## src/hdl/lrd_pkg.sv

```systemverilog
// ----------------------------------------------------------------------------
// lrd_pkg
// Types and constants shared by the decoder modules.
// ----------------------------------------------------------------------------
`timescale 1ns / 1ps

package lrd_pkg;

  localparam logic [2:0] ST_DATA     = 3'd0;
  localparam logic [2:0] ST_NEED     = 3'd1;
  localparam logic [2:0] ST_ACCEPTED = 3'd2;
  localparam logic [2:0] ST_REFUSED  = 3'd3;
  localparam logic [2:0] ST_STARTED  = 3'd4;

  localparam logic [1:0] OP_PUSH  = 2'd0;
  localparam logic [1:0] OP_PULL  = 2'd1;
  localparam logic [1:0] OP_START = 2'd2;

  localparam logic [7:0] ESC_SYM    = 8'h90;
  localparam int         CODE_W     = 12;
  localparam logic [3:0] INIT_WIDTH = 4'd9;
  localparam logic [11:0] FIRST_FREE = 12'h100;

  typedef enum logic [3:0] {
    S_IDLE, S_PULL, S_SYM, S_WADDR, S_WDATA, S_LPOP, S_POP, S_GOT, S_EMIT
  } state_t;

  typedef struct packed {
    logic       do_push;
    logic       do_start;
    logic       load_res;
    logic [2:0] res_code;
    logic       rep_take;
    logic       esc_clr;
    logic       esc_set;
    logic       sym_begin;
    logic       walk_latch;
    logic       walk_data;
    logic       pop_issue;
    logic       sym_load_pop;
    logic       sym_zero;
    logic       rle_resolve;
    logic       rle_literal;
    logic       emit;
  } cmd_t;

  typedef struct packed {
    logic bits_over16;
    logic sym_ready;
    logic depth_nz;
    logic rep_nz;
    logic esc;
    logic walk_oor;
    logic leaf;
    logic sym_is_esc;
    logic slot_free;
  } sts_t;

endpackage

```

## src/hdl/lrd_ctrl.sv

```systemverilog
// ----------------------------------------------------------------------------
// lrd_ctrl
// Sequencer for transactions, code expansion and the run-length layer.
// ----------------------------------------------------------------------------
`timescale 1ns / 1ps

module lrd_ctrl (
  input  logic          clk,
  input  logic          rst,
  input  logic          in_valid,
  input  logic [1:0]    in_op,
  output logic          in_ready,
  input  lrd_pkg::sts_t sts,
  output lrd_pkg::cmd_t cmd
);

  lrd_pkg::state_t state, state_next;
  logic phase, phase_next;

  always_ff @(posedge clk) begin
    if (rst) begin
      state <= lrd_pkg::S_IDLE;
      phase <= 1'b0;
    end else begin
      state <= state_next;
      phase <= phase_next;
    end
  end

  always_comb begin
    state_next = state;
    phase_next = phase;
    case (state)
      lrd_pkg::S_IDLE: begin
        if (in_valid) begin
          state_next = (in_op == lrd_pkg::OP_PULL) ? lrd_pkg::S_PULL : lrd_pkg::S_EMIT;
        end
      end
      lrd_pkg::S_PULL: begin
        if (sts.rep_nz || !sts.sym_ready) begin
          state_next = lrd_pkg::S_EMIT;
        end else begin
          phase_next = sts.esc;
          state_next = lrd_pkg::S_SYM;
        end
      end
      lrd_pkg::S_SYM: begin
        state_next = sts.depth_nz ? lrd_pkg::S_POP : lrd_pkg::S_WADDR;
      end
      lrd_pkg::S_WADDR: begin
        state_next = sts.walk_oor ? lrd_pkg::S_GOT : lrd_pkg::S_WDATA;
      end
      lrd_pkg::S_WDATA: begin
        state_next = sts.leaf ? lrd_pkg::S_LPOP : lrd_pkg::S_WADDR;
      end
      lrd_pkg::S_LPOP: begin
        state_next = sts.depth_nz ? lrd_pkg::S_POP : lrd_pkg::S_GOT;
      end
      lrd_pkg::S_POP: begin
        state_next = lrd_pkg::S_GOT;
      end
      lrd_pkg::S_GOT: begin
        if (!phase && sts.sym_is_esc && sts.sym_ready) begin
          phase_next = 1'b1;
          state_next = lrd_pkg::S_SYM;
        end else begin
          state_next = lrd_pkg::S_EMIT;
        end
      end
      lrd_pkg::S_EMIT: begin
        if (sts.slot_free) begin
          state_next = lrd_pkg::S_IDLE;
        end
      end
      default: state_next = lrd_pkg::S_IDLE;
    endcase
  end

  always_comb begin
    cmd = '0;
    in_ready = 1'b0;
    case (state)
      lrd_pkg::S_IDLE: begin
        in_ready = 1'b1;
        if (in_valid) begin
          case (in_op)
            lrd_pkg::OP_PUSH: begin
              cmd.load_res = 1'b1;
              if (sts.bits_over16) begin
                cmd.res_code = lrd_pkg::ST_REFUSED;
              end else begin
                cmd.do_push  = 1'b1;
                cmd.res_code = lrd_pkg::ST_ACCEPTED;
              end
            end
            lrd_pkg::OP_START: begin
              cmd.do_start = 1'b1;
              cmd.load_res = 1'b1;
              cmd.res_code = lrd_pkg::ST_STARTED;
            end
            lrd_pkg::OP_PULL: ;
            default: begin
              cmd.load_res = 1'b1;
              cmd.res_code = lrd_pkg::ST_REFUSED;
            end
          endcase
        end
      end
      lrd_pkg::S_PULL: begin
        if (sts.rep_nz) begin
          cmd.rep_take = 1'b1;
        end else if (!sts.sym_ready) begin
          cmd.load_res = 1'b1;
          cmd.res_code = lrd_pkg::ST_NEED;
        end else begin
          cmd.esc_clr = sts.esc;
        end
      end
      lrd_pkg::S_SYM: begin
        if (sts.depth_nz) begin
          cmd.pop_issue = 1'b1;
        end else begin
          cmd.sym_begin = 1'b1;
        end
      end
      lrd_pkg::S_WADDR: begin
        if (sts.walk_oor) begin
          cmd.sym_zero = 1'b1;
        end else begin
          cmd.walk_latch = 1'b1;
        end
      end
      lrd_pkg::S_WDATA: cmd.walk_data = 1'b1;
      lrd_pkg::S_LPOP: begin
        if (sts.depth_nz) begin
          cmd.pop_issue = 1'b1;
        end else begin
          cmd.sym_zero = 1'b1;
        end
      end
      lrd_pkg::S_POP: cmd.sym_load_pop = 1'b1;
      lrd_pkg::S_GOT: begin
        if (phase) begin
          cmd.rle_resolve = 1'b1;
        end else if (sts.sym_is_esc) begin
          if (!sts.sym_ready) begin
            cmd.esc_set  = 1'b1;
            cmd.load_res = 1'b1;
            cmd.res_code = lrd_pkg::ST_NEED;
          end
        end else begin
          cmd.rle_literal = 1'b1;
        end
      end
      lrd_pkg::S_EMIT: cmd.emit = sts.slot_free;
      default: ;
    endcase
  end

endmodule

```

## config.mk

```make
export PLATFORM = sky130hd
export DESIGN_NAME = lrd_ctrl
export DESIGN_NICKNAME = d
export VERILOG_FILES = /design/src/hdl/lrd_pkg.sv /design/src/hdl/lrd_ctrl.sv
export SDC_FILE = /design/constraint.sdc
export NUM_CORES = 1
export LEC_CHECK = 0
export CAP_MARGIN = 10
export CORE_MARGIN = 3
export CORE_UTILIZATION = 33
export DETAILED_ROUTE_END_ITERATION = 6
export DONT_BUFFER_PORTS = 1
export PLACE_DENSITY_LB_ADDON = 0.08
export SYNTH_ARGS = -nofsm -noshare
export SYNTH_HDL_FRONTEND = slang
export SYNTH_SLANG_ARGS = --single-unit
```

## constraint.sdc

```tcl
create_clock -name clk -period 1.8 [get_ports clk]
set_input_delay 0.18 -clock clk [delete_from_list [all_inputs] [get_ports clk]]
set_output_delay 0.18 -clock clk [all_outputs]
set_load 0.01 [all_outputs]
```

# Word level (Yosys, flattened, before mapping)
# Index checks and enable logic that the tools add are counted.
[word_totals]
register_bits = 5
[classes]
n_mux = 49
n_eq_ne = 14
n_reduce_logical = 11
[ops]
columns = ["operator", "n"]
rows = [
  ["2-to-1 mux 4 bit", 9],
  ["case mux 4 bit (9 select lines)", 1],
  ["2-to-1 mux 1 bit", 28],
  ["case mux 4 bit (3 select lines)", 2],
  ["equality test 4 x 3 -> 1 bit, second input constant", 4],
  ["equality test 4 x 2 -> 1 bit, second input constant", 2],
  ["2-to-1 mux 2 bit", 4],
  ["!= test 2 bit, second input constant", 4],
  ["2-to-1 mux 3 bit", 2],
  ["2-to-1 mux 6 bit", 1],
  ["equality test 4 x 1 -> 1 bit, second input constant", 1],
  ["equality test 4 bit, second input constant", 1],
  ["logical NOT 4 bit", 1],
  ["case mux 1 bit (2 select lines)", 2],
  ["AND reduction 3 bit", 1],
  ["equality test 2 x 1 -> 1 bit, second input constant", 1],
  ["equality test 2 bit, second input constant", 1],
  ["logical AND 1 bit", 2],
  ["logical NOT 1 bit", 2],
  ["logical NOT 2 bit", 1],
  ["AND reduction 2 bit", 1],
  ["nonzero test 2 bit", 1],
  ["OR reduction 2 bit", 1],
  ["logical OR 1 bit", 1],
]

# Logic depth before layout (Yosys ltp)
[depth]
word_depth = 5
depth_mapped = 6
depth_no_buf = 6

# Worst setup path after synthesis
# No wires, ideal clock.
[synth_path]
path_type = "register to output"
startpoint = "register state[2]"
endpoint = "output port cmd[17] (netlist name)"
required_ns = 1.620
n_path_buf = 2
slack_ns = 0.107
stages_incl_launch_ff = 7
t_arrival_ns = 1.513
cell_sequence = "dfxtp_1 buf_6 or2_1 buf_6 nor3_2 nand2_1 nor3b_1"
[synth_rtl]
columns = ["element", "line_no", "rtl"]
rows = [
  ["from (decl)", "lrd_ctrl.sv:17", "lrd_pkg::state_t state, state_next;"],
  ["from (signal assigned)", "lrd_ctrl.sv:22", "state <= lrd_pkg::S_IDLE;"],
  ["from (signal assigned)", "lrd_ctrl.sv:25", "state <= state_next;"],
  ["to (decl)", "lrd_ctrl.sv:14", "output lrd_pkg::cmd_t cmd"],
]

==> flow_summary.ini <==
[clock_tree]
cts-buffers-inserted = 3
path_clk_slew_ps = 40
clockBufferDepth = 2
insertion_delay_ps = 240
cts_setup_buffers = 0
root_buffer = clkbuf_4
h-tree-depth = 1
clkSinkCount = 5
cts_tree = built

[hold_path]
hp-class = in2reg
holdPathStages = 1

[drt]
drtPass1Iterations = 4
finalWirelength_um = 1630
drt_iter0_markers = 8
vias = 597
wl_per_cell_um = 14.3
via_per_inst = 5.24
drc = 0
drtAntennaViolNets = 0

[worst_setup_path]
crit_family = flip-flops
worstPathRequired_ps = 1620
setup.worst_path.end_class = output port
cpMostUsedCell = buf_4
criticalPathCategory = reg2out
reg2regPathDepth = 4
crit_slowest_cell = dfxtp_2
cp_cell_sequence = buf_4 -> nand4b_1 -> o32ai_2 -> nand2b_1 -> o21ai_0 -> buf_4
path_depth = 6
worst_ep_arrival_time_ps = 1490
worstPathMaxFanout = 7
cp-start-kind = flip-flop
crit_path_max_incr_delay_ps = 350
cp.buffers_inverters = 2

[global_routing]
grt_max_degree = 11
grt_use_total_pct = 13.6
grt-ovfl-total = 0
antenna_found_initial = 0
grt_pass1_wl_um = 2590
grt_pass1_vias = 571

[sta]
fin_crit_sh_pct = 93.0
finalSetupViolCount = 0
period_needed_ps = 1670
relSlewSlack_pct = 65.9
fmax_ghz = 0.598
drv_slew = 0
clock_skew_ps = 3.72
setup_ws_ps = 127
fin_setup_tns_ps = 0
finalHoldViolCount = 0
worstMarginPinSlew_ps = 506

[layout]
num_antenna_cells = 0
finish.instance_area_um2 = 707
nets = 109
fin_util_pct = 43.9
syn2layout_area_growth_pct = 17.7
drive_above_1_share_pct = 20.0

[synth]
synth-edff-count = 0
yosysWarnings = 0
async_reset_ff_share_pct = 0
synth_ff_type = dfxtp_1
yosysUniqueCellTypes = 31
synth-compound-area-share_pct = 22.3
ys_seq_area_share_pct = 16.7
synth_top_family_by_area = simple AND/OR/NAND/NOR gates
synth_adder_area_share_pct = 8.33
ys_seq_elements = 5
synth.avg_cell_area_um2 = 7.32
synthMuxAreaShare_pct = 1.67
syn_inst = 82
synth_area_um2 = 601
synth-xor-area-share_pct = 0
syn_nets = 100
synthSimpleGateAreaFrac_pct = 41.0

[floorplanning]
dieWidth_um = 48.7
io_pins = 33
die-area_mm2 = 0.00237
initial_core_util_pct = 37.3
std_cell_rows = 14
fp.dieH_um = 48.7
core-area_mm2 = 0.00161

[power_and_ir_drop]
p_per_area_mw_per_mm2 = 528
leakage_nw = 0.295
total_power_w = 0.000373
peakVddDrop_uv = 203

[placement]
place.port_buffers = 0
place_area_um2 = 657
dp.final_hpwl_um = 1300
post-place-ws_ps = 269
gp_congestion = 0.809

[flow_run]
cap_violations = 0

[status]
status = finished clean
-- cell usage after synthesis (3+ instances only) --
library cell	n	area share [%]
inv_1	7	4.4
a21oi_1	4	3.3
nand2b_1	5	5.2
dfxtp_1	5	17
o21ai_0	4	3.3
clkbuf_1	3	1.9
nor2b_1	3	3.1
ha_1	4	8.3
nand2_1	6	3.7
nor2_1	7	4.4
and3_1	3	3.1
nor3_1	6	5.0
-- state kept, by name (all words and copies together) (netlist names) --
| register | cells |
|---|---|
| state | 4 |
| phase | 1 |
-- area by class of cell --
class	instances	area, um2
Fill cell	182	905
Multi-Input combinational cell	65	453
Tap cell	24	30.0
Sequential cell	5	101
Inverter	7	26.3
Timing Repair Buffer	9	70.1
Clock buffer	4	26.3
-- final timing paths --
path,start,end,slack [ps]
worst max-delay path,state[3]$_SDFFE_PP0P_,cmd[12],130
worst min-delay path,rst,state[3]$_SDFFE_PP0P_,50
worst max register to register,state[3]$_SDFFE_PP0P_,phase$_SDFFE_PP0P_,360
worst min register to register,state[3]$_SDFFE_PP0P_,state[1]$_SDFFE_PP0P_,630
-- metrics by stage --
stage / hold WS, ps / instances
2_1_floorplan: 249 / 82
3_3_place_gp: 250 / 109
3_5_place_dp: 254 / 109
4_1_cts: 49.5 / 114
5_1_grt: 32.2 / 114
6_report: 46.9 / 114
-- layer usage --
layer | routed length (um) | GRT usage (%)
met1 | 706 | 15.7
met2 | 812 | 22.9
met3 | 93 | 3.68
met4 | 19 | 7.11
met5 | 0 | 0
-- repair_timing --
item,4_1_cts,5_1_grt
endpoints found under the setup margin,2,3
hold endpoints to repair,2,0
pin swaps,0,1
gates cloned,0,0
gates resized for setup,1,3
hold buffers,1,0
-- where the power goes --
group	switching, W	internal (W)
combinational	0.0000603	0.0000552
clock	0.0000483	0.0000840
sequential	0.00000868	0.000117
-- cells by family after synthesis --
logic type / Yosys count
buf+inv: 12
fa+ha+maj: 4
simple gates: 41
mux: 1
flops: 5
compound gates: 19
-- cells in the final DEF, fill, tap and decap left out, types with 2 or more instances in the layout --
cell / n
nor2_1: 7
ha_1: 4
o22ai_1: 2
nor3_1: 6
o21ai_0: 4
nor2b_1: 3
a21oi_1: 4
nand3b_1: 2
inv_1: 7
dfxtp_1: 4
o21bai_1: 2
buf_4: 8
and3_1: 3
and2_1: 2
nand2b_1: 4
clkbuf_4: 3
nand2_1: 6
(Power assumes the default switching activity.)
